==> config.mk <==
export PLATFORM = sky130hd
export DESIGN_NAME = sparse_triplet_add_transpose
export DESIGN_NICKNAME = d
export VERILOG_FILES = /design/src/rtl/sta_pkg.sv /design/src/rtl/sta_ram.sv /design/src/rtl/sta_ctrl.sv /design/src/rtl/sta_datapath.sv /design/src/rtl/sparse_triplet_add_transpose.sv
export SDC_FILE = /design/constraint.sdc
export NUM_CORES = 1
export LEC_CHECK = 0
export BUFFER_PORTS_ARGS = -buffer_cell sky130_fd_sc_hd__buf_2
export CAP_MARGIN = 20
export CORE_MARGIN = 8
export CORE_UTILIZATION = 55
export DETAILED_ROUTE_END_ITERATION = 12
export HOLD_SLACK_MARGIN = 0.08
export MAX_ROUTING_LAYER = met4
export PLACE_DENSITY = 0.72
export RECOVER_POWER = 50
export SYNTH_ARGS = -nofsm -noshare
export SYNTH_HDL_FRONTEND = slang
export SYNTH_SLANG_ARGS = --single-unit
==> constraint.sdc <==
create_clock -name clk -period 3 [get_ports clk]
set_input_delay 0.15 -clock clk [delete_from_list [all_inputs] [get_ports clk]]
set_output_delay 0.15 -clock clk [all_outputs]
set_load 0.03 [all_outputs]
==> src/rtl/sta_pkg.sv <==
// Package for the sparse triplet add/transpose block.
// Shared field widths, controller states and the command/status structs.
// No dependencies.
package sta_pkg;

  // Fixed widths of the transaction fields
  localparam int VAL_W = 16;
  localparam int SUM_W = 17;
  localparam int IDX_W = 2;

  // Controller states
  typedef enum logic [1:0] {
    ST_LOAD,
    ST_SCAN,
    ST_DRAIN,
    ST_FLUSH
  } state_t;

  // Commands from controller to datapath
  typedef struct packed {
    logic load;   // write the incoming element, advance the load count
    logic clear;  // reset scan counters and the held entry
    logic scan;   // read one position, advance the scan counters
    logic flush;  // emit the held entry as last, or the empty marker
  } cmd_t;

  // Status from datapath to controller
  typedef struct packed {
    logic load_last;  // next element completes matrix B
    logic scan_last;  // final position of the transposed scan is being read
  } status_t;

endpackage

==> src/rtl/sta_ram.sv <==
// Generic single-port RAM with registered read data.
// Standalone; used for both matrix stores.
module sta_ram #(
  parameter int WIDTH = 16,
  parameter int DEPTH = 16,
  localparam int AW = (DEPTH > 1) ? $clog2(DEPTH) : 1
) (
  input  logic             clk,
  input  logic             we,
  input  logic [AW-1:0]    addr,
  input  logic [WIDTH-1:0] wdata,
  output logic [WIDTH-1:0] rdata
);

  logic [WIDTH-1:0] mem [DEPTH];

  // Write on enable, register the read every cycle
  always_ff @(posedge clk) begin
    if (we) begin
      mem[addr] <= wdata;
    end
    rdata <= mem[addr];
  end

endmodule

==> src/rtl/sta_ctrl.sv <==
// Controller state machine for the sparse triplet add/transpose block.
// Depends on sta_pkg for the state type and command/status structs.
module sta_ctrl
  import sta_pkg::*;
(
  input  logic    clk,
  input  logic    rst,
  input  logic    start,
  input  status_t stat,
  output cmd_t    cmd,
  output logic    busy
);

  state_t state;
  state_t state_next;

  // Hold the state register
  always_ff @(posedge clk) begin
    if (rst) begin
      state <= ST_LOAD;
    end else begin
      state <= state_next;
    end
  end

  // Next state
  always_comb begin
    state_next = state;
    unique case (state)
      ST_LOAD: begin
        if (start && stat.load_last) state_next = ST_SCAN;
      end
      ST_SCAN: begin
        if (stat.scan_last) state_next = ST_DRAIN;
      end
      ST_DRAIN: state_next = ST_FLUSH;
      ST_FLUSH: state_next = ST_LOAD;
      default:  state_next = ST_LOAD;
    endcase
  end

  // Commands and busy
  always_comb begin
    cmd  = '0;
    busy = 1'b1;
    unique case (state)
      ST_LOAD: begin
        busy      = 1'b0;
        cmd.load  = start;
        cmd.clear = start && stat.load_last;
      end
      ST_SCAN:  cmd.scan  = 1'b1;
      ST_DRAIN: cmd       = '0;
      ST_FLUSH: cmd.flush = 1'b1;
      default:  cmd       = '0;
    endcase
  end

endmodule

==> src/rtl/sta_datapath.sv <==
// Datapath: matrix stores, load counter, scan counters and result registers.
// Depends on sta_pkg and sta_ram.
module sta_datapath
  import sta_pkg::*;
#(
  parameter int DIM = 4
) (
  input  logic                    clk,
  input  logic                    rst,
  input  cmd_t                    cmd,
  output status_t                 stat,
  input  logic signed [VAL_W-1:0] element_value,
  output logic                    result_valid,
  output logic                    list_phase,
  output logic [IDX_W-1:0]        row_index,
  output logic [IDX_W-1:0]        col_index,
  output logic signed [SUM_W-1:0] entry_value,
  output logic                    last_of_run,
  output logic                    empty_marker
);

  localparam int CELLS  = DIM * DIM;
  localparam int ADDR_W = (CELLS > 1) ? $clog2(CELLS) : 1;
  localparam int LCNT_W = $clog2(2 * CELLS);

  logic [LCNT_W-1:0] load_count;
  logic              load_to_a;
  logic [ADDR_W-1:0] load_addr;
  logic [ADDR_W-1:0] scan_addr;
  logic [ADDR_W-1:0] addr_a;
  logic [ADDR_W-1:0] addr_b;
  logic [VAL_W-1:0]  rd_a;
  logic [VAL_W-1:0]  rd_b;

  logic              scan_phase;
  logic [IDX_W-1:0]  outer;
  logic [IDX_W-1:0]  inner;
  logic              inner_end;
  logic              outer_end;

  logic              s1_valid;
  logic              s1_phase;
  logic [IDX_W-1:0]  s1_row;
  logic [IDX_W-1:0]  s1_col;
  logic              s1_nz;
  logic signed [SUM_W-1:0] s1_sum;

  logic              pend_valid;
  logic              pend_phase;
  logic [IDX_W-1:0]  pend_row;
  logic [IDX_W-1:0]  pend_col;
  logic signed [SUM_W-1:0] pend_sum;

  // Load addressing: first CELLS elements go to A, the rest to B
  assign load_to_a = (load_count < LCNT_W'(CELLS));
  assign load_addr = load_to_a ? ADDR_W'(load_count)
                               : ADDR_W'(load_count - LCNT_W'(CELLS));

  // Scan addressing: row-major for the sum list, column-major for the transpose
  assign scan_addr = scan_phase ? ADDR_W'(ADDR_W'(inner) * ADDR_W'(DIM) + ADDR_W'(outer))
                                : ADDR_W'(ADDR_W'(outer) * ADDR_W'(DIM) + ADDR_W'(inner));
  assign addr_a = cmd.load ? load_addr : scan_addr;
  assign addr_b = addr_a;

  sta_ram #(.WIDTH(VAL_W), .DEPTH(CELLS)) u_ram_a (
    .clk   (clk),
    .we    (cmd.load && load_to_a),
    .addr  (addr_a),
    .wdata (element_value),
    .rdata (rd_a)
  );

  sta_ram #(.WIDTH(VAL_W), .DEPTH(CELLS)) u_ram_b (
    .clk   (clk),
    .we    (cmd.load && !load_to_a),
    .addr  (addr_b),
    .wdata (element_value),
    .rdata (rd_b)
  );

  // Status toward the controller
  assign inner_end      = (inner == IDX_W'(DIM - 1));
  assign outer_end      = (outer == IDX_W'(DIM - 1));
  assign stat.load_last = (load_count == LCNT_W'(2 * CELLS - 1));
  assign stat.scan_last = scan_phase && outer_end && inner_end;

  // Advance the load count, wrap after B completes
  always_ff @(posedge clk) begin
    if (rst) begin
      load_count <= '0;
    end else if (cmd.load) begin
      if (stat.load_last) load_count <= '0;
      else                load_count <= load_count + 1'b1;
    end
  end

  // Advance the scan counters
  always_ff @(posedge clk) begin
    if (rst || cmd.clear) begin
      scan_phase <= 1'b0;
      outer      <= '0;
      inner      <= '0;
    end else if (cmd.scan) begin
      if (inner_end) begin
        inner <= '0;
        if (outer_end) begin
          outer      <= '0;
          scan_phase <= 1'b1;
        end else begin
          outer <= outer + 1'b1;
        end
      end else begin
        inner <= inner + 1'b1;
      end
    end
  end

  // Tag that travels with the registered read
  always_ff @(posedge clk) begin
    if (rst) begin
      s1_valid <= 1'b0;
    end else begin
      s1_valid <= cmd.scan;
    end
    s1_phase <= scan_phase;
    s1_row   <= outer;
    s1_col   <= inner;
  end

  // Nonzero test and full-width sum
  assign s1_nz  = (rd_a != '0) || (rd_b != '0);
  assign s1_sum = SUM_W'($signed(rd_a)) + SUM_W'($signed(rd_b));

  // Hold one found entry so the final one can be flagged as last
  always_ff @(posedge clk) begin
    if (rst || cmd.clear) begin
      pend_valid <= 1'b0;
    end else if (s1_valid && s1_nz) begin
      pend_valid <= 1'b1;
    end
    if (s1_valid && s1_nz) begin
      pend_phase <= s1_phase;
      pend_row   <= s1_row;
      pend_col   <= s1_col;
      pend_sum   <= s1_sum;
    end
  end

  // Result registers: release the held entry when a newer one arrives,
  // and on flush emit it as last or emit the empty marker
  always_ff @(posedge clk) begin
    if (rst) begin
      result_valid <= 1'b0;
    end else begin
      result_valid <= (s1_valid && s1_nz && pend_valid) || cmd.flush;
    end
    priority if (cmd.flush && !pend_valid) begin
      list_phase   <= 1'b0;
      row_index    <= '0;
      col_index    <= '0;
      entry_value  <= '0;
      last_of_run  <= 1'b1;
      empty_marker <= 1'b1;
    end else begin
      list_phase   <= pend_phase;
      row_index    <= pend_row;
      col_index    <= pend_col;
      entry_value  <= pend_sum;
      last_of_run  <= cmd.flush;
      empty_marker <= 1'b0;
    end
  end

endmodule

==> src/rtl/sparse_triplet_add_transpose.sv <==
// Sparse triplet addition with transpose: loads two DIM x DIM signed matrices
// (A then B, row-major, one element per start while busy is low). The element
// that completes B starts a scan, with busy high, in which the sum triplet
// list and then the transposed list come out, one result per result_valid
// cycle, in order. The scan rate is set by the single read port of each matrix
// RAM, one position per cycle. The receiver cannot stall: take each result on
// the cycle result_valid is high. An all-zero pair yields one empty_marker result.
// Depends on sta_pkg, sta_ctrl, sta_datapath.
module sparse_triplet_add_transpose
  import sta_pkg::*;
#(
  parameter int DIM = 4
) (
  input  logic                    clk,
  input  logic                    rst,
  input  logic                    start,
  output logic                    busy,
  input  logic signed [VAL_W-1:0] element_value,
  output logic                    result_valid,
  output logic                    list_phase,
  output logic [IDX_W-1:0]        row_index,
  output logic [IDX_W-1:0]        col_index,
  output logic signed [SUM_W-1:0] entry_value,
  output logic                    last_of_run,
  output logic                    empty_marker
);

  cmd_t    cmd;
  status_t stat;

  sta_ctrl u_ctrl (
    .clk   (clk),
    .rst   (rst),
    .start (start),
    .stat  (stat),
    .cmd   (cmd),
    .busy  (busy)
  );

  sta_datapath #(.DIM(DIM)) u_dp (
    .clk           (clk),
    .rst           (rst),
    .cmd           (cmd),
    .stat          (stat),
    .element_value (element_value),
    .result_valid  (result_valid),
    .list_phase    (list_phase),
    .row_index     (row_index),
    .col_index     (col_index),
    .entry_value   (entry_value),
    .last_of_run   (last_of_run),
    .empty_marker  (empty_marker)
  );

endmodule

======== After elaboration in Yosys (flattened, before gate mapping) ========
Memories as Yosys holds them, arrays and structs flattened. A register that Yosys moved wholly into a read port is not among the register bits.
Index checks and enable logic that the tools add are counted.
storage, ports and cells
  memory bits (writable) .................. 512
  logic and storage cells ................. 76
  register bits after elaboration ......... 66
  input bits .............................. 19
  memories ................................ 2
  output and inout bits ................... 26
memories
  memory            depth  bits a word  rd ports  clocked after Yosys merged registers in  write ports  line           RTL
  u_dp.u_ram_a.mem  16     16           1         1                                        1            sta_ram.sv:15  logic [WIDTH-1:0] mem [DEPTH];
  u_dp.u_ram_b.mem  16     16           1         1                                        1            sta_ram.sv:15
cells by class
  add/subtract/negate cells ............... 7
  order comparisons ....................... 1
  reduce and logical (&&, ||, !) cells .... 19
  equal/unequal tests ..................... 8
  mux-type cells .......................... 18
operators by type and width
  kind                                                 count
  nonzero test 16 bit                                  2
  adder 16 x 16 -> 17 bit                              1
  two-way mux 4 bit                                    3
  two-way mux 2 bit                                    5
  adder 4 x 2 -> 4 bit                                 2
  equality test 2 bit, second input constant           4
  logical AND 1 bit                                    8
  two-way mux 1 bit                                    8
  one-hot mux 2 bit (4 select lines)                   1
  adder 5 x 1 -> 5 bit, second input constant          1
  equality test 5 bit, second input constant           1
  less-than comparator 5 bit, second input constant    1
  two-way mux 5 bit                                    1
  adder 2 x 1 -> 2 bit, second input constant          2
  AND reduction 2 bit                                  2
  subtractor 4 x 1 -> 4 bit, second input constant     1
  logical OR 1 bit                                     3
  AND reduction 3 bit                                  1
  equality test 2 x 1 -> 1 bit, second input constant  1
  logical NOT 1 bit                                    2
  logical NOT 2 bit                                    1
  != test 2 x 1 -> 1 bit, second input constant        1
  != test 2 bit, second input constant                 1

======== Longest topological paths before layout ========
Gate-level depths: netlist of run 1.
  depth in word-level cells ............... 6
  mapped depth ............................ 10

======== Hierarchy ========
Synthesis of run 1 repeated with hierarchy kept, for this count alone.
unflattened totals
  cell total of the unflattened synthesis .. 1153
  area total of the unflattened synthesis .. 23143.4 sq um
by module, submodules not included
  module        cells an instance  instances  area an instance (sq um)  seq. area each (sq um)
  sta_ram       434                2          10023.4                   8007.7
  sta_datapath  263                1          2875.3                    1501.4
  sta_ctrl      22                 1          221.5                     40.0

======== Least setup slack after synthesis of run 1 ========
Ideal clock, no wire load.
  path type ............................... reg-to-reg
  start point ............................. reg u_ctrl.state[0]
  end point ............................... mem u_dp.u_ram_a.mem[15][0], enable pin
  data arrival time ....................... 2.364 ns
  data required time ...................... 2.612 ns
  stages on the path, launching flop included .. 10
  path slack .............................. 0.248 ns
  clock period less this slack ............ 2.752 ns
  cell sequence ........................... dfxtp_1 > inv_1 > ha_1 > and2_1 > buf_6 > buf_6 > o21ai_0 > nand2_1 > clkbuf_1 > nor2_1
on the way
  longest elaborated chain between the ends .. 5
  elaborated cells between the ends (all ways) .. 6
  classes of those cells .................. mux (4); reduce/logical (2)
ends and longest elaborated chain
  item                                     line                RTL
  from (decl)                              sta_ctrl.sv:14      state_t state;
  from (signal assigned)                   sta_ctrl.sv:22      state <= state_next;
  logical NOT 2 bit (*)                    sta_ctrl.sv:46      unique case (state)
  two-way mux 2 bit (*)                    sta_ctrl.sv:46
  logical AND 1 bit                        sta_datapath.sv:67  .we (cmd.load && load_to_a),
  two-way mux 1 bit                        sta_ram.sv:19       if (we) begin
  two-way mux 1 bit (not written as such)  sta_ram.sv:20       mem[addr] <= wdata;
  to (decl)                                sta_ram.sv:15
Every way passes the cells marked *; elsewhere a longest branch is shown, timed or not.

======== Final worst setup path of run 1 ========
  start point ............................. reg u_ctrl.state[0]
  end point ............................... reg u_dp.u_ram_a.rdata[14] (read register of u_dp.u_ram_a.mem)
on the way
  longest elaborated chain between the ends .. 3
ends and longest elaborated chain
  item               line                RTL
  logical NOT 2 bit  sta_ctrl.sv:46
  two-way mux 2 bit  sta_ctrl.sv:46
  two-way mux 4 bit  sta_datapath.sv:62  assign addr_a = cmd.load ? load_addr : scan_addr;
  to (decl)          sta_ram.sv:12       output logic [WIDTH-1:0] rdata
Every way passes these cells.
A chain may end at the register's enable or synchronous reset.

==> flow_summary.toml, run 1 <==
[status]
outcome = "complete, but fails checks"
violations = "max-capacitance violations, max-slew violations"

[synthesis]
synth_top_area_frac = 0.6520
async_flop_share = 0
ys_top_cells_by_area = "edfxtp_1 65%, a211oi_1 7.9%, dfxtp_1 6.2%, mux2i_1 5.5%, o211a_1 5.3%"
postSynthCellCount = 1549
synth.most_common_cell = "edfxtp_1"
ys_seq_area_frac = 0.7139
yosysTopAreaCell = "edfxtp_1"
ys_ff_latch = 610
synth_nets = 1594
synth_enable_flop_cells = 534
synthTopCellsByCount = "534 x edfxtp_1, 259 x a211oi_1, 134 x mux2i_1, 129 x o211a_1, 76 x dfxtp_1"
netlist_area_sq_um = 24590
yosysUniqueCellTypes = 48
synth-main-ff-cell = "edfxtp_1"
syn_avg_cell_area_sq_um = 15.88
synth_warnings = 0

[detailed_routing]
drc = 0
drt-total-wl_mm = 57.68
ant_nets = 0
drt_iter0_drc = 1507
wl_per_cell_um = 25.21
dr.pass1.iters = 5
viasPerCell = 6.367
vias = 14570

[pwr]
combPwrFrac = 0.211
netSwitchingPower_mw = 6.358
clkPwrFrac = 0.323
vdd_drop_max_mv = 0.4750
power.sequential.fraction = 0.466
p_int_mw = 15.66
sw_frac_of_total = 0.2888
power_leakage_nw = 9.454
powerDensity_nw_per_um2 = 785.2

[sta]
fin_crit_sh = 0.9339
finalHoldViolations = 0
report.final.slew_viol_count = 198
clock-skew-final_ns = 0.01833
timing.final.ws_setup_ns = 0.1984
post-route-min-period_ns = 2.802
setup_viol = 0
rsz0062_at_grt = "no"
max_slew_margin = -0.08538
clock.fmax_mhz = 356.9
worstMarginPinSlew_ns = 1.628

[cts]
clk_pin_slew_ns = 0.06
htreeDepth = 2
numCtsBuffers = 57
root_buffer = "clkbuf_16"
cts_sinks = 610
cts_tree = "done"
clock_latency_ns = 0.62
cts_buffer_depth = 3

[worst_setup_path]
start_kind = "flop"
r2r-start = "u_ctrl.state[0]"
startpoint = "u_ctrl.state[0]"
r2r_cells = 9
cp.required_ns = 3.48
cp_max_fo = 33
worstSetupPathType = "flop to flop"
critPathCaptureType = "flop"
worstPathArrival_ns = 3.28

[floorplanning]
fp.dieArea_sq_um = 51740
coreArea_sq_um = 44220
start_util = 0.5561
ios = 45
core.rowCount = 77
die_w_um = 227.5
die_h_um = 227.5

[global_route]
globalRouteOverflowTotal = 0
antenna_found_initial = 6
grt_max_degree = 129
grt_pass1_vias = 14170
grt_pass1_wl_mm = 86.75
grt_use_total = 0.2289

[finish]
utilization = 0.6340
final_layout_size_suffix_gt1_frac = 0.1248
fin_area_sq_um = 28040
syn2layout_area_growth_pct = 14.01
nNetsFinal = 1688
nFillCells = 3083

[job]
drv_cap = 7

[placed_design]
port_buffers = 44
preCtsSetupSlack_ns = -0.02959
gp_congestion = 0.8897
hpwl_mm = 34.27
place_area_sq_um = 26060

[hold_path]
hold_depth = 3
worstHoldStart = "rst"
hp-class = "primary input to flop"
power by group through the flow:
stage	combinational (mW)	sequential, mW	clock [mW]
floorplan	3.22	10.2	0
global placement	4.47	10.4	0
detailed placement	4.55	10.4	0
CTS	4.59	10.2	7.20
global route	5.07	10.3	7.51
finish	4.65	10.3	7.10
per-layer routing:
| metal | track usage | vias up | wire length (um) |
|---|---|---|---|
| li1 | - | 6487 | - |
| met1 | 0.3110 | 7352 | 24550 |
| met3 | 0.04058 | 97 | 4759 |
| met4 | 0.06747 | 0 | 1276 |
| met2 | 0.3538 | 632 | 27100 |
| met5 | - | - | 0 |
cells by family after synthesis:
family,synth area share
simple gates,0.04004
compound gates,0.1471
xor+xnor,0.004630
fa+ha+maj,0.01353
flops,0.7139
mux,0.05545
buf+inv,0.02534
layout by cell type, fill, tap and decap left out, drive strengths merged, types with 24 or more instances in the layout:
cell type,synthesis,layout
edfxtp,534,534
a211oi,259,259
mux2i,135,135
o211a,129,129
clkbuf,63,118
buf,62,105
dfxtp,76,76
nor2,55,55
or4,32,32
ha,25,25
clkinv,0,25
and2,24,24
sequential cells by signal, indices dropped and copies added, names as in the netlist, 5 cells and up:
| signal | count |
|---|---|
| u_dp.pend_sum | 17 |
| u_dp.entry_value | 17 |
| u_dp.u_ram_b.mem | 256 |
| u_dp.u_ram_b.rdata | 16 |
| u_dp.u_ram_a.rdata | 16 |
| u_dp.load_count | 5 |
| u_dp.u_ram_a.mem | 256 |
area by class of cell:
| type | count | area (sq um) | area share |
|---|---|---|---|
| Antenna cell | 5 | 12.51 | 0.0004462 |
| Sequential cell | 610 | 17560 | 0.6262 |
| Multi-Input combinational cell | 806 | 6480 | 0.2311 |
| Tap cell | 592 | 740.7 | 0.02642 |
| Timing Repair Buffer | 159 | 1349 | 0.04811 |
| Clock inverter | 31 | 251.5 | 0.008970 |
| Inverter | 9 | 33.78 | 0.001205 |
| Clock buffer | 76 | 1614 | 0.05757 |
worst max-delay path, stage by stage, from the launching register on:
cell and delay, ns:
dfxtp_1 0.38, inv_1 0.10, ha_1 0.30, and2_4 0.23, o21ai_4 0.28, buf_4 0.19
buf_12 0.20, mux2i_1 0.32, a211oi_1 0.14, or4_1 0.51
through the flow:
stage	total power [mW]	setup TNS, ns	hold slack [ns]	cells
3_5_place_dp	14.98	-0.02959	0.3897	2161
6_report	22.02	0	0.3561	2288
5_1_grt	22.86	0	0.3671	2288
2_1_floorplan	13.46	0	0.2191	1549
3_3_place_gp	14.88	-0.02602	0.3860	2161
4_1_cts	22.03	0	0.08029	2280
path summary, 6_finish.rpt:
path	end	slack, ns
setup / recovery	u_dp.u_ram_a.rdata[14]	0.20
hold / removal	u_ctrl.state[1]	0.36
setup reg to reg	u_dp.u_ram_a.rdata[14]	0.20
hold reg to reg	u_dp.pend_row[1]	0.40
timing repair:
item,in CTS,in global routing
pin swaps,0,1
hold buffers,12,0
gates resized for setup,1,2
endpoints found under the setup margin,1,5
endpoints found under the hold margin,249,0
cloned,0,1
buffers inserted,0,2
Power figures use the tool's default switching activity.
==> run 2: changes to the inputs <==
--- a/config.mk
+++ b/config.mk
@@ -9,6 +9,7 @@
 export CAP_MARGIN = 20
 export CORE_MARGIN = 8
 export CORE_UTILIZATION = 55
+export CTS_BUF_LIST = sky130_fd_sc_hd__clkbuf_16
 export DETAILED_ROUTE_END_ITERATION = 12
 export HOLD_SLACK_MARGIN = 0.08
 export MAX_ROUTING_LAYER = met4
==> run 2 against run 1 <==
Net effect:
- the flow still finishes with violations (max-capacitance violations, max-slew violations)
- non-clock buffer count unchanged
- design area down 0.11%
- utilization down 0.071 points
- clock skew up 0.0015 ns
- critical path depth unchanged
- via count up 0.44%
- die area unchanged
- fmax down 0.35%
- clock-buffer cell count down 15
- register-to-register slack about the same
- sequential share of layout area up 0.070 points
- critical endpoint unchanged
==> flow_summary.toml, run 2 (synthesis gave the netlist of run 1 again) <==
[cts]
htreeDepth = 2
clock_latency_ns = 0.62
cts_tree = "done"
cts_sinks = 610
numCtsBuffers = 57
clk_pin_slew_ns = 0.06
root_buffer = "clkbuf_16"
cts_buffer_depth = 3

[status]
violations = "max-capacitance violations, max-slew violations"
outcome = "complete, but fails checks"

[sta]
timing.final.ws_setup_ns = 0.1887
post-route-min-period_ns = 2.811
report.final.slew_viol_count = 230
finalHoldViolations = 0
rsz0062_at_grt = "no"
fin_crit_sh = 0.9371
worstMarginPinSlew_ns = 1.591
fin_tns_setup_ns = 0
clock.fmax_mhz = 355.7
clock-skew-final_ns = 0.01978
setup_viol = 0
max_slew_margin = -0.06038

[finish]
syn2layout_area_growth_pct = 13.88
top_regs = "u_dp.u_ram_a.mem x256, u_dp.u_ram_b.mem x256"
nNetsFinal = 1688
fin_area_sq_um = 28010
layout_common_cells = "534 x edfxtp_1, 258 x a211oi_1, 134 x mux2i_1"
final_common_cell = "edfxtp_1"
final_layout_size_suffix_gt1_frac = 0.1230

[floorplanning]
core.rowCount = 77
fp.dieArea_sq_um = 51740
coreArea_sq_um = 44220
start_util = 0.5561
die_w_um = 227.5
die_h_um = 227.5
ios = 45

[pwr]
power_leakage_nw = 9.486
p_int_mw = 15.54
combPwrFrac = 0.212
sw_frac_of_total = 0.2902
fin_total_pwr_mw = 21.89
clkPwrFrac = 0.319
netSwitchingPower_mw = 6.351
powerDensity_nw_per_um2 = 781.5
power.sequential.fraction = 0.469
vdd_drop_max_mv = 0.4763

[worst_setup_path]
start_kind = "flop"
worstSetupPathType = "flop to flop"
reg2reg_to = "u_dp.u_ram_a.rdata[14]"
worstPathArrival_ns = 3.29
cp_max_fo = 39
r2r_cells = 9
critPathCaptureType = "flop"
r2r-start = "u_ctrl.state[0]"
r2r_slack_ns = 0.19
cp.required_ns = 3.48

[hold_path]
hold_depth = 3
hp-class = "primary input to flop"
min_to = "u_ctrl.state[1]"
worstHoldStart = "rst"

[global_route]
grt_pass1_wl_mm = 86.78
antenna_found_initial = 6
grt_max_degree = 129
grt_use_total = 0.2290
globalRouteOverflowTotal = 0
grt_pass1_vias = 14180

[detailed_routing]
drt_iter0_drc = 1457
wl_per_cell_um = 25.22
vias = 14630
viasPerCell = 6.395
dr.pass1.iters = 5
drc = 0
drt-total-wl_mm = 57.71
ant_nets = 0

[placed_design]
place_area_sq_um = 26060
preCtsSetupSlack_ns = -0.02959
port_buffers = 44
gp_congestion = 0.8897
hpwl_mm = 34.27

[job]
drv_cap = 7
-- run 2: cell count changes in the layout (fill, tap and decap cells not counted), sizes merged --
| cell | change |
|---|---|
| clkbuf | -15 |
| inv | +13 |
| clkinv | +2 |
-- run 2: layer usage --
metal	global-route usage	share of wire	vias up
met5	-	0	-
met4	0.06767	0.023	0
met3	0.04122	0.085	102
met2	0.3538	0.47	659
met1	0.3105	0.42	7385
li1	-	-	6486
-- run 2: layout make-up --
| class | count | area, sq um |
|---|---|---|
| Inverter | 9 | 33.78 |
| Clock inverter | 46 | 307.8 |
| Fill cell | 3087 | 16210 |
| Antenna cell | 5 | 12.51 |
| Multi-Input combinational cell | 806 | 6480 |
| Timing Repair Buffer | 159 | 1349 |
| Clock buffer | 61 | 1526 |
| Sequential cell | 610 | 17560 |
| Tap cell | 592 | 740.7 |
-- run 2: what timing repair did --
item,CTS,global route
hold endpoints to repair,250,0
gates cloned,0,1
hold buffers,12,0
pin swaps,0,1
resized for setup,1,2
endpoints found under the setup margin,1,5
buffers inserted,0,2
-- run 2: worst max-delay path: stages, from the launching register on --
cell and delay, ns:
dfxtp_1 0.38, inv_1 0.10, ha_1 0.30, buf_4 0.18
and3b_1 0.23, a21o_4 0.33, buf_12 0.23, a211oi_1 0.34
a211oi_1 0.09, or4_1 0.50
-- run 2: power by group through the flow --
stage               combinational [mW]  clock [mW]  sequential [mW]
floorplan                         3.22           0             10.2
global placement                  4.47           0             10.4
detailed placement                4.55           0             10.4
CTS                               4.59        7.08             10.2
global route                      5.07        7.40             10.3
finish                            4.64        6.98             10.3
-- run 2: worst max-delay path by stage --
| stage | startpoint | to | slack (ns) | cells after the start |
|---|---|---|---|---|
| after global routing | u_ctrl.state[0] | u_dp.u_ram_a.rdata[14] | 0.05 | 9 |
| after global placement | u_ctrl.state[0] | u_dp.u_ram_a.rdata[8] | -0.03 | 9 |
| after CTS | u_ctrl.state[0] | u_dp.u_ram_a.rdata[8] | 0.02 | 9 |
| after floorplan | u_ctrl.state[0] | u_dp.u_ram_a.mem[15][0] | 0.25 | 9 |
| after detailed placement | u_ctrl.state[0] | u_dp.u_ram_a.rdata[8] | -0.03 | 9 |
| final | u_ctrl.state[0] | u_dp.u_ram_a.rdata[14] | 0.19 | 9 |
-- run 2: per-stage QoR --
stage,hold slack [ns],std cells,utilization
floorplan,0.2191,1549,-
global placement,0.3860,2161,0.5892
detailed placement,0.3897,2161,0.5892
CTS,0.08029,2280,0.6335
global route,0.3669,2288,0.6333
finish,0.3565,2288,0.6333
==> run 3: changes to the inputs <==
--- a/config.mk
+++ b/config.mk
@@ -6,8 +6,7 @@
 export NUM_CORES = 1
 export LEC_CHECK = 0
 export BUFFER_PORTS_ARGS = -buffer_cell sky130_fd_sc_hd__buf_2
-export CAP_MARGIN = 20
-export CORE_MARGIN = 8
+export CORE_MARGIN = 5
 export CORE_UTILIZATION = 55
 export CTS_BUF_LIST = sky130_fd_sc_hd__clkbuf_16
 export DETAILED_ROUTE_END_ITERATION = 12
==> run 3 against run 2 <==
Net effect:
- the run still ends with max-capacitance violations, max-slew violations left
- non-clock buffer count is 9 lower
- fmax hardly changed
- sequential share of layout area is 0.24 points lower
- clock power is 8.0% higher
- worst hold slack worse by 0.017 ns
- critical endpoint is now u_dp.u_ram_a.rdata[5]
==> flow_summary.toml, run 3 (synthesis gave the netlist of run 1 again) <==
[status]
outcome = "complete, but fails checks"
violations = "max-capacitance violations, max-slew violations"

[cts]
cts_sinks = 610
numCtsBuffers = 60
cts_buffer_depth = 3
clk_pin_slew_ns = 0.06
root_buffer = "clkbuf_16"
cts_tree = "done"
clock_latency_ns = 0.63
htreeDepth = 2
cts_setup_buffers = 0

[floorplanning]
ios = 45
die_w_um = 221.5
core.rowCount = 77
die_h_um = 221.5
start_util = 0.5561
fp.dieArea_sq_um = 49040
coreArea_sq_um = 44220

[pwr]
vdd_drop_max_mv = 0.5256
clkPwrFrac = 0.337
power_leakage_nw = 9.517
netSwitchingPower_mw = 6.455
sw_frac_of_total = 0.2883
fin_total_pwr_mw = 22.39
combPwrFrac = 0.205
p_int_mw = 15.93
powerDensity_nw_per_um2 = 796.3
power.sequential.fraction = 0.458

[sta]
clock.fmax_mhz = 355.8
worstMarginPinSlew_ns = 1.611
rsz0062_at_grt = "no"
report.final.slew_viol_count = 296
max_slew_margin = -0.07404
clock-skew-final_ns = 0.02164
finalHoldViolations = 0
fin_tns_setup_ns = 0
setup_viol = 0
fin_crit_sh = 0.9369
post-route-min-period_ns = 2.811

[finish]
seqCellArea_sq_um = 17560
nNetsFinal = 1681
final_common_cell = "edfxtp_1"
nFillCells = 3161
syn2layout_area_growth_pct = 14.32
layout_common_cells = "534 x edfxtp_1, 259 x a211oi_1, 134 x mux2i_1"
top_regs = "u_dp.u_ram_a.mem x256, u_dp.u_ram_b.mem x256"
final_layout_size_suffix_gt1_frac = 0.1185
multi_input_area_sq_um = 6475

[worst_setup_path]
critPathCaptureType = "flop"
cp_max_fo = 30
cp.required_ns = 3.48
start_kind = "flop"
worstPathArrival_ns = 3.29
r2r_cells = 9
worstSetupPathType = "flop to flop"

[global_route]
antenna_found_initial = 4
grt_use_total = 0.2392
globalRouteOverflowTotal = 0
grt_pass1_wl_mm = 87.88
grt_max_degree = 77
grt_pass1_vias = 13970

[hold_path]
hold_depth = 3
hp-class = "primary input to flop"

[detailed_routing]
wl_per_cell_um = 25.45
dr.pass1.iters = 7
viasPerCell = 6.401
drc = 0
ant_nets = 0
drt_iter0_drc = 1662
drt-total-wl_mm = 58.13
vias = 14620

[job]
drv_cap = 9

[placed_design]
gp_congestion = 0.8388
hpwl_mm = 34.18
port_buffers = 44
-- run 3: cell count changes in the layout (fill, tap and decap cells not counted), sizes merged --
| cell | delta |
|---|---|
| buf | -12 |
| a21o | -1 |
| dlygate4sd3 | +3 |
| bufinv | +5 |
| diode | -1 |
| inv | +2 |
-- run 3: metrics by stage --
stage / util / worst slack (ns) / hold WS (ns) / std cells / instance area [sq um]
final: 0.6358 / 0.1893 / 0.3394 / 2284 / 28110
after global routing: 0.6358 / 0.02515 / 0.3812 / 2284 / 28110
after CTS: 0.6365 / 0.1023 / 0.08357 / 2280 / 28150
after detailed placement: 0.5878 / 0.1421 / 0.3936 / 2151 / 25990
after global placement: 0.5878 / 0.1546 / 0.3858 / 2151 / 25990
after floorplan: - / 0.2476 / 0.2191 / 1549 / 24590
-- run 3: what timing repair did --
item / CTS / global route
hold buffers: 15 / 0
resized for setup: 0 / 3
endpoints found under the setup margin: 0 / 14
hold endpoints to repair: 252 / 0
-- run 3: critical path, cell delays in order, from the launching register on --
cell      delay [ns]
dfxtp_1         0.38
inv_1           0.10
ha_2            0.26
and2_4          0.25
o21ai_4         0.28
buf_12          0.25
buf_12          0.24
mux2i_1         0.21
a211oi_1        0.17
or4_1           0.51
-- run 3: area by class of cell --
class,count,area share
Clock buffer,61,0.05429
Multi-Input combinational cell,805,0.2303
Tap cell,592,0.02635
Sequential cell,610,0.6245
Inverter,9,0.001202
Timing Repair Buffer,150,0.04611
Clock inverter,53,0.01691
Antenna cell,4,0.0003560
-- run 3: power groups by stage --
| stage | clock network (mW) | registers [mW] | logic [mW] |
|---|---|---|---|
| 5_1_grt | 8.04 | 10.3 | 5.03 |
| 2_1_floorplan | 0 | 10.2 | 3.22 |
| 3_5_place_dp | 0 | 10.4 | 4.53 |
| 6_report | 7.54 | 10.3 | 4.59 |
| 3_3_place_gp | 0 | 10.4 | 4.40 |
| 4_1_cts | 7.66 | 10.2 | 4.57 |
-- run 3: path summary, 6_finish.rpt --
kind              startpoint                    end  slack [ns]
max          u_ctrl.state[0]  u_dp.u_ram_a.rdata[5]        0.19
min                      rst        u_ctrl.state[1]        0.34
max reg2reg  u_ctrl.state[0]  u_dp.u_ram_a.rdata[5]        0.19
min reg2reg    u_dp.s1_phase        u_dp.pend_phase        0.41
-- run 3: metal layers --
| metal | up-vias | part of all wire | wire [um] | global-route usage |
|---|---|---|---|---|
| met5 | - | 0 | 0 | - |
| met4 | 0 | 0.018 | 1022 | 0.05468 |
| met3 | 96 | 0.098 | 5680 | 0.04903 |
| met2 | 732 | 0.47 | 27430 | 0.3678 |
| met1 | 7330 | 0.41 | 23990 | 0.3360 |
| li1 | 6462 | - | - | - |
